**src/design/kls_pkg.sv**
```systemverilog
package kls_pkg;

	localparam int WORD_W = 32;
	localparam int FRAC_W = 16;
	// fraction 0..65536 needs 17 bits
	localparam int Q_W    = FRAC_W + 1;
	// difference of two words, signed
	localparam int DIFF_W = WORD_W + 1;
	// product of difference and fraction plus rounding headroom
	localparam int ACC_W  = DIFF_W + Q_W + 1;
	localparam int CFG_W  = 7;
	localparam int SLOT_W = 6;

	localparam logic ACT_WRITE  = 1'b0;
	localparam logic ACT_SAMPLE = 1'b1;

	localparam logic [1:0] WHERE_FIRST = 2'd0;
	localparam logic [1:0] WHERE_SEG   = 2'd1;
	localparam logic [1:0] WHERE_LAST  = 2'd2;

	// component 0 is x, 1 is y, 2 is z
	typedef logic [2:0][WORD_W-1:0] vec_t;

endpackage

```
**src/design/kls_frac_div.sv**
```systemverilog
// restoring divider, one quotient bit per cycle, msb first
// quot = floor((num << 16) / den), num <= den assumed, den == 0 gives 0
module kls_frac_div (
	input  logic                        clk,
	input  logic                        arst_n,
	input  logic                        start,
	input  logic [kls_pkg::WORD_W-1:0]  num,
	input  logic [kls_pkg::WORD_W-1:0]  den,
	output logic                        done,
	output logic [kls_pkg::Q_W-1:0]     quot
);

	localparam logic [4:0] LAST_STEP = 5'(kls_pkg::Q_W - 1);

	logic [kls_pkg::WORD_W:0]   rem_q;
	logic [kls_pkg::WORD_W-1:0] den_q;
	logic                       den_nz_q;
	logic [kls_pkg::Q_W-1:0]    quot_q;
	logic [4:0]                 cnt_q;
	logic                       busy_q;
	logic                       done_q;

	logic                       take;
	logic [kls_pkg::WORD_W:0]   rem_sub;
	logic [kls_pkg::WORD_W:0]   rem_nxt;

	always_comb begin
		rem_sub = rem_q - {1'b0, den_q};
		take    = den_nz_q && (rem_q >= {1'b0, den_q});
		rem_nxt = take ? rem_sub : rem_q;
	end

	always_ff @(posedge clk or negedge arst_n) begin
		if (!arst_n) begin
			busy_q <= 1'b0;
			done_q <= 1'b0;
			cnt_q  <= '0;
		end else begin
			done_q <= 1'b0;
			if (start) begin
				busy_q <= 1'b1;
				cnt_q  <= '0;
			end else if (busy_q) begin
				cnt_q <= cnt_q + 5'd1;
				if (cnt_q == LAST_STEP) begin
					busy_q <= 1'b0;
					done_q <= 1'b1;
				end
			end
		end
	end

	always_ff @(posedge clk) begin
		if (start) begin
			rem_q    <= {1'b0, num};
			den_q    <= den;
			den_nz_q <= (den != '0);
		end else if (busy_q) begin
			// remainder stays below den, so the top bit shifts out clean
			rem_q  <= {rem_nxt[kls_pkg::WORD_W-1:0], 1'b0};
			quot_q <= {quot_q[kls_pkg::Q_W-2:0], take};
		end
	end

	assign done = done_q;
	assign quot = quot_q;

endmodule

```
**config.mk**
```make
export PLATFORM = sky130hd
export DESIGN_NAME = kls_frac_div
export DESIGN_NICKNAME = d
export VERILOG_FILES = /design/src/design/kls_pkg.sv /design/src/design/kls_frac_div.sv
export SDC_FILE = /design/constraint.sdc
export NUM_CORES = 1
export LEC_CHECK = 0
export BUFFER_PORTS_ARGS = -buffer_cell sky130_fd_sc_hd__buf_2
export CELL_PAD_IN_SITES_DETAIL_PLACEMENT = 1
export CELL_PAD_IN_SITES_GLOBAL_PLACEMENT = 1
export CORE_MARGIN = 1
export CORE_UTILIZATION = 45
export DETAILED_ROUTE_END_ITERATION = 8
export PLACE_DENSITY_LB_ADDON = 0.1
export SKIP_CTS_REPAIR_TIMING = 1
export SLEW_MARGIN = 10
export SYNTH_ARGS = -nofsm -noshare
export SYNTH_HDL_FRONTEND = slang
export SYNTH_SLANG_ARGS = --single-unit
```
**constraint.sdc**
```tcl
create_clock -name clk -period 3.7 [get_ports clk]
set_input_delay 0.74 -clock clk [delete_from_list [all_inputs] [get_ports clk]]
set_output_delay 0.74 -clock clk [all_outputs]
set_load 0.02 [all_outputs]
```
==> metrics.csv, run 1 <==
stage;metric;value;unit
clocking;clkLatencyLatePin;0.35;ns
yosys;synth-compound-area-share;16.5;%
worst_setup_path;end_kind;register;
clocking;cts_inserted_buffers;9;
cells_and_area;stdcell_area;0.00642;mm²
detailed_routing;vias;4384;
worst_setup_path;startpoint_type;register;
yosys;synth_cell_types;59;
detailed_routing;wl_per_cell;18.6;µm
timing;max_slew_margin;51.2;%
yosys;ys_ff_latch;90;
yosys;syn_nets;642;
timing;setup_viol;0;
floorplan;initial_core_util;46.3;%
yosys;postSynthAreaPerCell;10.3;µm²
power;finalPower;3670;µW
cells_and_area;diodes;0;
worst_setup_path;critical_path.slowest_cell;ha_1;
detailed_routing;route.detailed.drc;0;
worst_setup_path;path_cells;ha_1 -> nand2_1 -> o21ai_1 -> a221oi_1 -> or3b_1 -> a211o_1 -> a21oi_4 -> buf_4 -> mux2i_1 -> o21ai_0;
worst_setup_path;arrival;3.54;ns
cells_and_area;drive_above_1_share;18.2;%
yosys;async_flop_share;7.78;%
floorplan;core;0.0120;mm²
floorplan;rows;40;
clocking;cts_tree;built;
cells_and_area;regArea;0.00266;mm²
grt;overflow;0;
cells_and_area;multi_input_area;0.00264;mm²
placed_design;dp_hpwl;10900;µm
cells_and_area;area_growth;15.3;%
timing;slew_violations;0;
detailed_routing;viasPerCell;5.66;
yosys;synth_top_family_by_area;compound AO/OA/AOI/OAI gates;
floorplan;fp.dieW;113;µm
power;powerDensity;572;mW/mm²
placed_design;placement.cell_area;0.00615;mm²
yosys;yosysSeqAreaShare;47.8;%
grt;grt_pass1_wl;23300;µm
yosys;yosys.area_share.simple;14.1;%
worst_setup_path;cp_max_fo;11;
flow_run;maxCapViolCount;0;
yosys;ys.warnings.count;0;
yosys;netlist_area;0.00557;mm²
grt;grt_pass1_vias;4606;
timing;rsz0062_at_grt;false;
grt;grt_max_degree;53;
yosys;synth_xor_area_share;4.25;%
min_path;hold_class;input pin to asynchronous set/reset pin;
placed_design;port-buffer-count;84;
clocking;h-tree-depth;3;
clocking;clock-sinks;90;
timing;min_period;3.47;ns
placed_design;gp_congestion;0.873;
detailed_routing;drt-initial-drc-count;200;
timing;period_share;93.8;%
grt;antenna_found_initial;0;
clocking;clkTransAtPathRegs;0.07;ns
detailed_routing;antenna_left;0;
yosys;syn_inst;540;
yosys;synth_flop_cell;edfxtp_1;
cells_and_area;fin_nets;725;
yosys;synth_fa_ha_area_share;8.00;%
detailed_routing;first_pass_iters;4;
detailed_routing;routed_wl;14400;µm
yosys;synth_edf_count;82;
timing;fin_setup_tns;0;ns
power;leakagePower;0.00276;µW
timing;skew;0.00932;ns
timing;finalHoldViolations;0;
power;vdd_ir_drop_max;0.308;mV
cells_and_area;num-fill-cells;1367;
cells_and_area;fin_util;53.4;%
worst_setup_path;slowest_delay;0.44;ns
yosys;synthMuxAreaShare;4.50;%
floorplan;fp.dieH;113;µm
clocking;cts_root_buf;clkbuf_16;
timing;worst_pin_slew;0.725;ns
worst_setup_path;critPathRequiredTime;3.77;ns
timing;fmax;288;MHz
worst_setup_path;crit_type;register to register;
floorplan;io-pin-count;85;
clocking;cts_max_path_buffers;2;
floorplan;die-area;0.0128;mm²
timing;hold_slack;0.214;ns
grt;grt_usage;23.9;%
status;status;complete, no violations;
-- layout by cell type (no fill, tap or decap), drive strengths merged, types with 4 or more instances in the layout --
cell type / Yosys / final
and2: 4 / 4
o21ai: 40 / 40
dfrtp: 7 / 7
nand3: 7 / 7
and4: 4 / 4
clkbuf: 13 / 11
or2: 4 / 4
a21o: 15 / 15
edfxtp: 82 / 82
a2111oi: 4 / 4
a21oi: 36 / 36
a211oi: 4 / 4
nand4: 12 / 12
ha: 34 / 34
o21a: 4 / 4
nor2: 32 / 32
xor2: 13 / 13
buf: 7 / 92
nor4: 10 / 10
mux2i: 25 / 25
a31oi: 7 / 7
nor3b: 5 / 5
nor3: 4 / 4
nand2: 56 / 56
inv: 46 / 46
xnor2: 14 / 14
and3: 5 / 5
or3: 4 / 4
-- cell families (layout without fill, tap and decap cells) --
group | after synthesis | in the layout
simple gates | 158 | 158
compound gates | 139 | 139
flops | 90 | 90
buf+inv | 66 | 154
fa+ha+maj | 35 | 35
xor+xnor | 27 | 27
mux | 25 | 25
-- metrics by stage --
stage / setup slack, ns / cells
global route: 0.0149 / 775
floorplan: 0.529 / 540
finish: 0.229 / 775
global placement: 0.380 / 759
CTS: 0.183 / 775
detailed placement: 0.236 / 759
-- cell type report --
type                            count  share of cell area, %
Multi-Input combinational cell    384                   41.2
Sequential cell                    90                   41.4
Timing Repair Buffer               92                   7.72
Clock buffer                       11                   3.63
Tap cell                          147                   2.87
Clock inverter                      5                  0.526
Inverter                           46                   2.69
-- routing by layer --
layer	part of all wire, %	GRT usage [%]	vias up
li1	-	-	2165
met4	3.2	12.0	0
met5	0	0	-
met2	48	39.9	90
met3	3.3	3.70	27
met1	45	30.3	2102
-- synthesized netlist by cell type (10+ instances only) --
cell,n,area (µm²)
ha_1,34,425
xnor2_1,14,123
nor4_1,10,62.6
nand2_1,56,210
xor2_1,13,114
nor2_1,32,120
a21o_1,15,113
o21ai_0,37,185
edfxtp_1,82,2460
mux2i_1,25,250
clkbuf_1,13,48.8
a21oi_1,35,175
inv_1,46,173
nand4_1,12,75.1
-- sequential cells by signal, indices dropped and copies added (netlist names) --
register and cells:
rem_q 33, den_q 32, quot 17, cnt_q 5, busy_q 1, den_nz_q 1
done 1
-- critical path: cells and delay by family, from the launching register on --
family / cells / cell delay (ns)
AO/OA/AOI/OAI: 5 / 1.31
AND/OR/NAND/NOR: 2 / 0.55
adder cells (fa/ha/maj): 1 / 0.44
flip-flops: 1 / 0.40
buffers and inverters: 1 / 0.27
multiplexers: 1 / 0.21
-- final timing paths --
| check | startpoint | to | slack (ns) | depth (start not counted) |
|---|---|---|---|---|
| min reg2reg | quot[2] | quot[3] | 0.45 | 0 |
| max in group asynchronous | arst_n | busy_q | 3.32 | 1 |
| max reg2reg | rem_q[9] | rem_q[9] | 0.23 | 10 |
| min | arst_n | cnt_q[2] | 0.21 | 1 |
| min in group clk | quot[2] | quot[3] | 0.45 | 0 |
| max | rem_q[9] | rem_q[9] | 0.23 | 10 |
-- where the power goes --
group          internal [µW]  total, µW  switching, µW
clock                    455        855            401
sequential              1270       1340           71.3
combinational            605       1470            868
total                   2330       3670           1340
No activity file was read; power rests on OpenSTA's default activity.
==> run 2, diff against run 1 <==
- clock period: 3.7 -> 3.5 ns (I/O delays scaled with it)
==> metrics.csv, run 2 (synthesized netlist as in run 1, its figures left out) <==
stage;metric;value;unit;change
placed_design;gp_congestion;0.870;;-0.34%
timing;setup_viol;0;;unchanged
floorplan;core;0.0120;mm²;unchanged
placed_design;pre_cts_ws;0.0947;ns;-0.141 ns
worst_setup_path;startpoint_type;register;;
timing;fin_ws;0.175;ns;-0.0539 ns
worst_setup_path;cp_max_fo;14;;+3
worst_setup_path;arrival;3.39;ns;-0.15 ns
placed_design;dp_hpwl;10700;µm;-1.4%
grt;grt_pass1_vias;4632;;+0.56%
floorplan;initial_core_util;46.3;%;unchanged
cells_and_area;drive_above_1_share;18.7;%;+0.58 points
timing;fin_setup_tns;0;ns;unchanged
grt;antenna_found_initial;0;;unchanged
power;vdd_ir_drop_max;0.290;mV;-5.7%
timing;rsz0062_at_grt;false;;
grt;overflow;0;;unchanged
clocking;cts_max_path_buffers;2;;unchanged
detailed_routing;vias;4439;;+1.3%
detailed_routing;viasPerCell;5.71;;+0.99%
timing;finalHoldViolations;0;;unchanged
status;status;complete, no violations;;
timing;max_slew_margin;51.3;%;+0.12 points
timing;min_period;3.32;ns;-0.146 ns
clocking;clkLatencyLatePin;0.36;ns;about the same
cells_and_area;regMostFlops;rem_q;;
detailed_routing;drt-initial-drc-count;165;;-18%
cells_and_area;largest_register_ffs;33;;unchanged
timing;fmax;301;MHz;+4.4%
clocking;clock-sinks;90;;unchanged
clocking;cts_root_buf;clkbuf_16;;
timing;worst_pin_slew;0.730;ns;+0.00489 ns
floorplan;fp.dieW;113;µm;unchanged
floorplan;rows;40;;unchanged
power;powerDensity;613;mW/mm²;+7.1%
detailed_routing;route.detailed.drc;0;;unchanged
timing;period_share;95.0;%;+1.2 points
clocking;clkTransAtPathRegs;0.07;ns;about the same
cells_and_area;final_cell_mix;83 x buf_2, 82 x edfxtp_1, 56 x nand2_1;;
worst_setup_path;critPathRequiredTime;3.57;ns;-0.20 ns
min_path;hold_class;input pin to asynchronous set/reset pin;;
floorplan;io-pin-count;85;;unchanged
placed_design;port-buffer-count;84;;unchanged
cells_and_area;diodes;0;;unchanged
worst_setup_path;crit_type;register to register;;
power;leakagePower;0.00279;µW;+0.97%
timing;slew_violations;0;;unchanged
worst_setup_path;end_kind;register;;
detailed_routing;wl_per_cell;18.3;µm;-1.2%
grt;grt_max_degree;57;;+7.5%
clocking;cts_tree;built;;
detailed_routing;wl_met3;509;µm;+6.0%
detailed_routing;wl_met2;7000;µm;+1.2%
timing;skew;0.0138;ns;+0.00445 ns
cells_and_area;area_growth;16.2;%;
detailed_routing;routed_wl;14300;µm;-0.99%
clocking;h-tree-depth;3;;unchanged
floorplan;fp.dieH;113;µm;unchanged
grt;grt_pass1_wl;23400;µm;+0.59%
cells_and_area;num-fill-cells;1361;;-0.44%
detailed_routing;first_pass_iters;4;;unchanged
detailed_routing;wl_met1;6470;µm;-0.95%
flow_run;maxCapViolCount;0;;unchanged
floorplan;die-area;0.0128;mm²;unchanged
cells_and_area;fin_nets;727;;+0.28%
grt;grt_usage;23.8;%;-0.10 points
clocking;cts_inserted_buffers;9;;unchanged
cells_and_area;final_common_cell;buf_2;;
detailed_routing;top_layer_used;met4;;
detailed_routing;antenna_left;0;;unchanged
run 2: changes by cell type in the layout (fill, tap and decap cells not counted), sizes merged:
cell | before | now
clkinvlp | 2 | 1
buf | 92 | 94
bufinv | 0 | 1
run 2: through the flow:
step	util [%]	power (µW)	area [µm²]	instances	hold slack (ns)
6_report	53.9	3970	6470	777	0.162
5_1_grt	53.9	4210	6470	777	0.166
4_1_cts	53.7	3980	6450	777	0.161
3_5_place_dp	51.3	2980	6170	761	0.438
3_3_place_gp	51.3	2930	6170	761	0.423
2_1_floorplan	-	2560	5570	540	0.404
run 2: final timing paths:
kind / start / to / slack [ns] / cells past startpoint
setup / recovery: rem_q[19] / rem_q[15] / 0.18 / 9
hold / removal: arst_n / cnt_q[1] / 0.16 / 1
setup reg to reg: rem_q[19] / rem_q[15] / 0.18 / 9
hold reg to reg: quot[1] / quot[2] / 0.45 / 0
max in group asynchronous: arst_n / cnt_q[0] / 3.17 / 1
min in group clk: quot[1] / quot[2] / 0.45 / 0
run 2: layout make-up:
| class | instances | area, µm² | share of cell area (%) |
|---|---|---|---|
| Clock inverter | 5 | 55.1 | 0.851 |
| Multi-Input combinational cell | 384 | 2660 | 41.1 |
| Tap cell | 147 | 184 | 2.84 |
| Timing Repair Buffer | 94 | 510 | 7.89 |
| Clock buffer | 11 | 233 | 3.60 |
| Sequential cell | 90 | 2660 | 41.1 |
| Inverter | 46 | 173 | 2.67 |
run 2: critical path: stages (launching register included):
cell and delay, ns:
edfxtp_1 0.40, ha_1 0.42, and3_1 0.29, and4_1 0.26, or3b_1 0.41, a211o_1 0.36, a21oi_4 0.20, buf_4 0.30
mux2i_1 0.27, o21ai_0 0.13
run 2: layer usage:
layer	global-route usage (%)	vias up
li1	-	2166
met1	30.5	2170
met2	40.4	88
met3	4.39	15
met4	8.33	0
met5	0	-
run 2: power breakdown:
group / total [µW] / internal [µW] / switching [µW]
clock: 977 / 552 / 425
combinational: 1570 / 654 / 914
sequential: 1420 / 1340 / 76.9
